**src/design/rms_pkg.sv**
```systemverilog
// Shared types and widths for the record merge sorter.
package rms_pkg;

    localparam int KEY_W   = 16;
    localparam int TAG_W   = 8;
    localparam int REC_W   = KEY_W + TAG_W;
    localparam int TDATA_W = ((REC_W + 7) / 8) * 8;

    // Key in the low bits, tag above it, same as the tdata layout.
    typedef struct packed {
        logic [TAG_W-1:0] tag;
        logic [KEY_W-1:0] key;
    } t_rec;

endpackage

```
**src/design/record_merge_sorter_top.sv**
```systemverilog
// Record merge sorter: loads a set of keyed records, sorts them (stably when ascending), streams them out.
// Load: records are accepted back to back; the block is ready for input only while loading.
// Sort: bottom-up merge over ceil(log2 n) passes; each merged record is read (S_MRD), then compared
//   and written (S_MCMP) on the shared two-read, one-write record memory and the single key comparator;
//   each merge run and each pass end go through S_PASS.
// Emit: each record goes through read, load and hand over (S_ERD, S_ELD, S_OUT), held until m_axis_tready.
// Reset (synchronous, active low) empties the store, clears the drop flag and the descending
//   register, and returns to loading; memory contents are not cleared.
module record_merge_sorter_top #(
    parameter int CAPACITY = 16
) (
    input  logic                        i_clk,
    input  logic                        i_rst_n,
    // Configuration: descending register, written whenever i_cfg_we is high
    input  logic                        i_cfg_we,
    input  logic                        i_cfg_wdata,
    // Input records
    input  logic                        s_axis_tvalid,
    output logic                        s_axis_tready,
    input  logic [rms_pkg::TDATA_W-1:0] s_axis_tdata,  // [15:0] sort_key, [23:16] record_tag
    input  logic                        s_axis_tlast,  // is_final
    // Sorted records
    output logic                        m_axis_tvalid,
    input  logic                        m_axis_tready,
    output logic [rms_pkg::TDATA_W-1:0] m_axis_tdata,  // [15:0] out_key, [23:16] out_tag
    output logic                        m_axis_tlast,  // out_final
    output logic                        m_axis_tuser   // overflowed
);
    import rms_pkg::*;

    localparam int AW    = (CAPACITY > 1) ? $clog2(CAPACITY) : 1;   // index into one bank
    localparam int CW    = $clog2(CAPACITY + 1);                    // count up to CAPACITY
    localparam int PW    = CW + 2;                                  // pointers, lo + 2*width
    localparam int BANK  = 1 << AW;
    localparam int MEM_D = 2 * BANK;

    typedef enum logic [2:0] {
        S_LOAD,   // accept records into bank 0
        S_PASS,   // set up the next merge run or finish a pass
        S_MRD,    // read heads of both runs
        S_MCMP,   // compare heads, write winner to the other bank
        S_ERD,    // read record for the next output position
        S_ELD,    // load output register
        S_OUT     // hold output until taken
    } t_state;

    t_state r_state;

    // Two banks of records; a merge pass reads one bank and writes the other.
    t_rec   r_mem [MEM_D];
    t_rec   r_rd_a;
    t_rec   r_rd_b;

    logic          r_desc;
    logic [CW-1:0] r_fill;
    logic          r_drop;
    logic          r_ovf;
    logic [CW-1:0] r_n;
    logic [CW-1:0] r_k;
    logic          r_src;
    logic [PW-1:0] r_width;
    logic [PW-1:0] r_lo;
    logic [PW-1:0] r_a;
    logic [PW-1:0] r_b;
    logic [PW-1:0] r_mid;
    logic [PW-1:0] r_hi;
    logic [PW-1:0] r_wp;

    t_rec          r_out;
    logic          r_out_valid;
    logic          r_out_last;

    // Datapath signals
    t_rec          in_rec;
    logic          in_acc;
    logic          has_room;
    logic [CW-1:0] n_fill;
    logic [PW-1:0] n_ext;
    logic [PW-1:0] mid_raw;
    logic [PW-1:0] hi_raw;
    logic [PW-1:0] width2;
    logic          take_a;
    logic [CW-1:0] emit_idx;
    logic [AW:0]   rd_addr_a;
    logic [AW:0]   rd_addr_b;
    logic          wr_en;
    logic [AW:0]   wr_addr;
    t_rec          wr_data;

    assign in_rec   = t_rec'(s_axis_tdata[REC_W-1:0]);
    assign in_acc   = s_axis_tvalid && s_axis_tready;
    assign has_room = (r_fill < CW'(CAPACITY));
    assign n_fill   = has_room ? r_fill + CW'(1) : r_fill;

    assign n_ext   = PW'(r_n);
    assign mid_raw = r_lo + r_width;
    assign width2  = r_width << 1;
    assign hi_raw  = r_lo + width2;

    // Stable: a tie takes the left run.
    assign take_a = (r_a < r_mid) && ((r_b >= r_hi) || (r_rd_a.key <= r_rd_b.key));

    assign emit_idx = r_desc ? (r_n - CW'(1) - r_k) : r_k;

    always_comb begin
        if (r_state == S_ERD) begin
            rd_addr_a = {r_src, emit_idx[AW-1:0]};
        end else begin
            rd_addr_a = {r_src, r_a[AW-1:0]};
        end
    end
    assign rd_addr_b = {r_src, r_b[AW-1:0]};

    // Single write port: loading into bank 0, merging into the opposite bank.
    always_comb begin
        wr_en   = 1'b0;
        wr_addr = {1'b0, r_fill[AW-1:0]};
        wr_data = in_rec;
        if (r_state == S_LOAD) begin
            wr_en = in_acc && has_room;
        end else if (r_state == S_MCMP) begin
            wr_en   = 1'b1;
            wr_addr = {~r_src, r_wp[AW-1:0]};
            wr_data = take_a ? r_rd_a : r_rd_b;
        end
    end

    always_ff @(posedge i_clk) begin
        if (wr_en) begin
            r_mem[wr_addr] <= wr_data;
        end
        r_rd_a <= r_mem[rd_addr_a];
        r_rd_b <= r_mem[rd_addr_b];
    end

    always_ff @(posedge i_clk) begin
        if (!i_rst_n) begin
            r_desc <= 1'b0;
        end else if (i_cfg_we) begin
            r_desc <= i_cfg_wdata;
        end
    end

    // Sequencer: load, merge passes, emit.
    always_ff @(posedge i_clk) begin
        if (!i_rst_n) begin
            r_state     <= S_LOAD;
            r_fill      <= '0;
            r_drop      <= 1'b0;
            r_ovf       <= 1'b0;
            r_src       <= 1'b0;
            r_out_valid <= 1'b0;
            r_out_last  <= 1'b0;
            r_n         <= '0;
            r_k         <= '0;
            r_width     <= '0;
            r_lo        <= '0;
        end else begin
            unique case (r_state)
                S_LOAD: begin
                    if (in_acc) begin
                        r_fill <= n_fill;
                        if (s_axis_tlast) begin
                            // Latch the run size and drop status; first pass if n > 1, else emit.
                            r_n     <= n_fill;
                            r_ovf   <= r_drop || !has_room;
                            r_drop  <= 1'b0;
                            r_width <= PW'(1);
                            r_lo    <= '0;
                            r_k     <= '0;
                            r_src   <= 1'b0;
                            r_state <= (n_fill <= CW'(1)) ? S_ERD : S_PASS;
                        end else if (!has_room) begin
                            r_drop <= 1'b1;
                        end
                    end
                end
                S_PASS: begin
                    if (r_lo >= n_ext) begin
                        // Pass done: swap banks, double the run width.
                        r_src   <= ~r_src;
                        r_width <= width2;
                        r_lo    <= '0;
                        r_state <= (width2 >= n_ext) ? S_ERD : S_PASS;
                    end else begin
                        // A run with an empty right half is a plain copy.
                        r_a     <= r_lo;
                        r_wp    <= r_lo;
                        r_mid   <= (mid_raw < n_ext) ? mid_raw : n_ext;
                        r_b     <= (mid_raw < n_ext) ? mid_raw : n_ext;
                        r_hi    <= (hi_raw < n_ext) ? hi_raw : n_ext;
                        r_state <= S_MRD;
                    end
                end
                S_MRD: begin
                    r_state <= S_MCMP;
                end
                S_MCMP: begin
                    if (take_a) begin
                        r_a <= r_a + PW'(1);
                    end else begin
                        r_b <= r_b + PW'(1);
                    end
                    r_wp <= r_wp + PW'(1);
                    if (r_wp + PW'(1) == r_hi) begin
                        r_lo    <= hi_raw;
                        r_state <= S_PASS;
                    end else begin
                        r_state <= S_MRD;
                    end
                end
                S_ERD: begin
                    r_state <= S_ELD;
                end
                S_ELD: begin
                    r_out       <= r_rd_a;
                    r_out_last  <= (r_k + CW'(1) == r_n);
                    r_out_valid <= 1'b1;
                    r_state     <= S_OUT;
                end
                S_OUT: begin
                    if (m_axis_tready) begin
                        r_out_valid <= 1'b0;
                        if (r_out_last) begin
                            // Run complete: empty the store.
                            r_fill  <= '0;
                            r_src   <= 1'b0;
                            r_state <= S_LOAD;
                        end else begin
                            r_k     <= r_k + CW'(1);
                            r_state <= S_ERD;
                        end
                    end
                end
                default: begin
                    r_state <= S_LOAD;
                end
            endcase
        end
    end

    assign s_axis_tready = (r_state == S_LOAD);
    assign m_axis_tvalid = r_out_valid;
    assign m_axis_tdata  = TDATA_W'(r_out);
    assign m_axis_tlast  = r_out_last;
    assign m_axis_tuser  = r_ovf;

endmodule

```
**config.mk**
```make
export PLATFORM = sky130hd
export DESIGN_NAME = record_merge_sorter_top
export DESIGN_NICKNAME = d
export VERILOG_FILES = /design/src/design/rms_pkg.sv /design/src/design/record_merge_sorter_top.sv
export SDC_FILE = /design/constraint.sdc
export NUM_CORES = 2
export LEC_CHECK = 0
export BUFFER_PORTS_ARGS = -buffer_cell sky130_fd_sc_hd__buf_2
export CORE_ASPECT_RATIO = 0.6
export CORE_UTILIZATION = 35
export CTS_CLUSTER_SIZE = 40
export DETAILED_ROUTE_END_ITERATION = 16
export PLACE_DENSITY = 0.53
export SYNTH_ARGS = -nofsm -noshare
export SYNTH_HDL_FRONTEND = slang
export SYNTH_SLANG_ARGS = --single-unit
```
**constraint.sdc**
```tcl
create_clock -name i_clk -period 9.5 [get_ports i_clk]
set_input_delay 1.9 -clock i_clk [delete_from_list [all_inputs] [get_ports i_clk]]
set_output_delay 1.9 -clock i_clk [all_outputs]
set_load 0.05 [all_outputs]
```
==> results.json <==
{
  "r2r.worst_path.cells": 10,
  "groute.usage.overall_pct": 23.2,
  "clockBufferDepth": 3,
  "synth_edf_count": 827,
  "cp_slowest_stage_delay_ps": 770,
  "r2r_slack_ps": 4480,
  "drive_above_1_share_pct": 20.3,
  "crit_path_end_kind": "flop",
  "ys_types": 65,
  "layout_common_cells": "edfxtp_1 (827), nand2_1 (533), mux4_2 (241), a21oi_1 (231), mux2i_1 (142)",
  "clock.fmax_ghz": 0.199,
  "postRouteAntennaNets": 0,
  "rows": 99,
  "clk_latency_ps": 690,
  "tns_ps": 0,
  "yosysSeqAreaShare_pct": 61.0,
  "post-route-period-util_pct": 52.8,
  "slowest_stage": "buf_4",
  "slew_headroom_pct": 9.38,
  "finalHoldViolations": 0,
  "cellPowerDensity_nw_per_um2": 223,
  "cts_tree": "done",
  "drtPass1Iterations": 6,
  "cap_viol_max_count": 0,
  "switchingPower_mw": 3.35,
  "rsz0062_at_grt": "false",
  "grt_pass1_wl_um": 209000,
  "hpwl_um": 81700,
  "ys.flop_type": "edfxtp_1",
  "wl_per_cell_um": 30.6,
  "antenna_found_initial": 5,
  "combPwrFrac_pct": 21.5,
  "drt_iter0_markers": 4074,
  "antenna_cells": 0,
  "syn-cell-area_um2": 43500,
  "htreeDepth": 3,
  "ys_async_sr_fraction_pct": 0,
  "p_leak_nw": 16.1,
  "crit_top_cell": "buf_4",
  "path_buf_inv": 2,
  "synth.avg_cell_area_um2": 14.0,
  "grt_max_degree": 143,
  "die_w_um": 457,
  "cp-start-kind": "flop",
  "status": "finished clean",
  "crit_family": "buffers and inverters",
  "hold_class": "reg2reg",
  "die-area_um2": 126000,
  "crit_chain": "nor3b_4 > mux2_8 > nor3_4 > buf_4 > buf_4 > a32oi_1 > nand3_1 > o41ai_1 > a2111oi_0 > a31oi_1",
  "ios": 59,
  "finalClockSkew_ps": 25.0,
  "viasPerCell": 6.07,
  "clock_power_share_pct": 34.4,
  "vdd_drop_max_mv": 0.139,
  "placed_area_um2": 46000,
  "cts_buffers": 87,
  "vias": 29200,
  "grt_pass1_vias": 27400,
  "setup_viol": 0,
  "layout.nets": 3216,
  "drt-total-wl_um": 147000,
  "final_area_um2": 49000,
  "place_congestion": 0.830,
  "worstPathRequired_ps": 10030,
  "cts_setup_buffers": 0,
  "route.detailed.drc": 0,
  "start_util_pct": 35.5,
  "clk_pin_slew_worst_paths_ps": 70,
  "yosys_warnings": 0,
  "grt_overflow": 0,
  "syn_inst": 3104,
  "clock-sinks": 912,
  "die_h_um": 275,
  "io_buffers": 58,
  "p_sw_share_pct": 30.7,
  "worstPathArrival_ps": 5550,
  "power.internal_mw": 7.58,
  "maxSlewViolCount": 0,
  "fp.coreArea_um2": 122000,
  "finalCriticalPeriod_ps": 5020,
  "path_class": "reg2reg",
  "clockRootBuffer": "clkbuf_16",
  "cp_num_cells": 10,
  "worstPathMaxFanout": 89,
  "ctsHoldBuffers": 0,
  "tightest_slew_ps": 1360,
  "hold_depth": 0,
  "synth_seq_cells": 912,
  "syn_to_final_growth_pct": 12.7,
  "final_common_cell": "edfxtp_1",
  "post_cts_resize_count": 0,
  "seq_power_share_pct": 44.1
}
sequential cells by signal, indices dropped and copies added (netlist names):
| signal | count |
|---|---|
| r_k | 5 |
| r_mid | 7 |
| r_b | 7 |
| m_axis_tuser | 1 |
| r_state | 3 |
| r_wp | 7 |
| r_lo | 6 |
| r_hi | 7 |
| r_a | 7 |
| m_axis_tlast | 1 |
| r_width | 7 |
| m_axis_tvalid | 1 |
| r_src | 1 |
| r_rd_b | 24 |
| r_mem | 768 |
| r_drop | 1 |
| r_fill | 5 |
| r_desc | 1 |
| r_rd_a | 24 |
| m_axis_tdata | 24 |
| r_n | 5 |
worst reg2reg max path, cell delays in order, from the launching register on:
cell	delay, ps
dfxtp_1	660
nor3b_4	720
mux2_8	710
nor3_4	230
buf_4	660
buf_4	770
a32oi_1	290
nand3_1	150
o41ai_1	80
a2111oi_0	510
a31oi_1	70
final timing paths:
kind	startpoint	endpoint
min reg2reg	r_rd_a[20]	m_axis_tdata[20]
max	r_state[2]	r_rd_a[11]
max reg2reg	r_state[2]	r_rd_a[11]
min	r_rd_a[20]	m_axis_tdata[20]
kinds of logic after synthesis:
logic type | share of synthesized area, %
xor+xnor | 0.886
simple gates | 7.45
buf+inv | 2.89
fa+ha+maj | 1.95
mux | 16.9
flops | 61.0
compound gates | 8.88
other cells | 0.0173
synth_stat cells (38+ instances only):
cell type  number  area [um^2]
nand3_1        43          215
nor2_1        134          503
a32oi_1        47          412
ha_1           63          788
nand2_1       533         2000
mux2_2         41          462
dfxtp_1        85         1700
mux4_2        241         5430
inv_1          52          195
buf_2          50          250
a21oi_1       256         1280
a31oi_1        38          238
edfxtp_1      827        24800
clkbuf_1      127          477
mux2i_1       143         1430
through the flow:
stage                     hold slack (ps)  setup WS [ps]  cells  utilization [%]  power [mW]
final                                 445           4480   4808             40.1        10.9
after global routing                  461           4170   4808             40.1        11.3
after CTS                             443           4500   4808             40.0        10.9
after detailed placement              429           4580   4646             37.6        7.21
after global placement                429           4640   4646             37.6        7.20
after floorplan                       408           5220   3107                -        6.32
metal layers:
metal  track usage, %  up-vias  part of all wire (%)
met5                0        -                0.0095
met4             5.39        2                   2.1
met3             4.64      221                    11
met2             31.8     1791                    40
met1             36.9    15000                    47
li1                 -    12200                     -
power by group through the flow:
stage	clock [mW]	combinational [mW]	sequential, mW
5_1_grt	3.95	2.50	4.83
3_5_place_dp	0	2.31	4.90
6_report	3.76	2.35	4.82
3_3_place_gp	0	2.30	4.90
2_1_floorplan	0	1.53	4.79
4_1_cts	3.82	2.32	4.81
area by class of cell:
| type | count | area [um^2] |
|---|---|---|
| Clock buffer | 106 | 2340 |
| Clock inverter | 56 | 663 |
| Tap cell | 1616 | 2020 |
| Timing Repair Buffer | 153 | 1080 |
| Sequential cell | 912 | 26500 |
| Fill cell | 11300 | 73400 |
| Multi-Input combinational cell | 1913 | 16200 |
| Inverter | 52 | 195 |
Power figures use the tool's default switching activity.
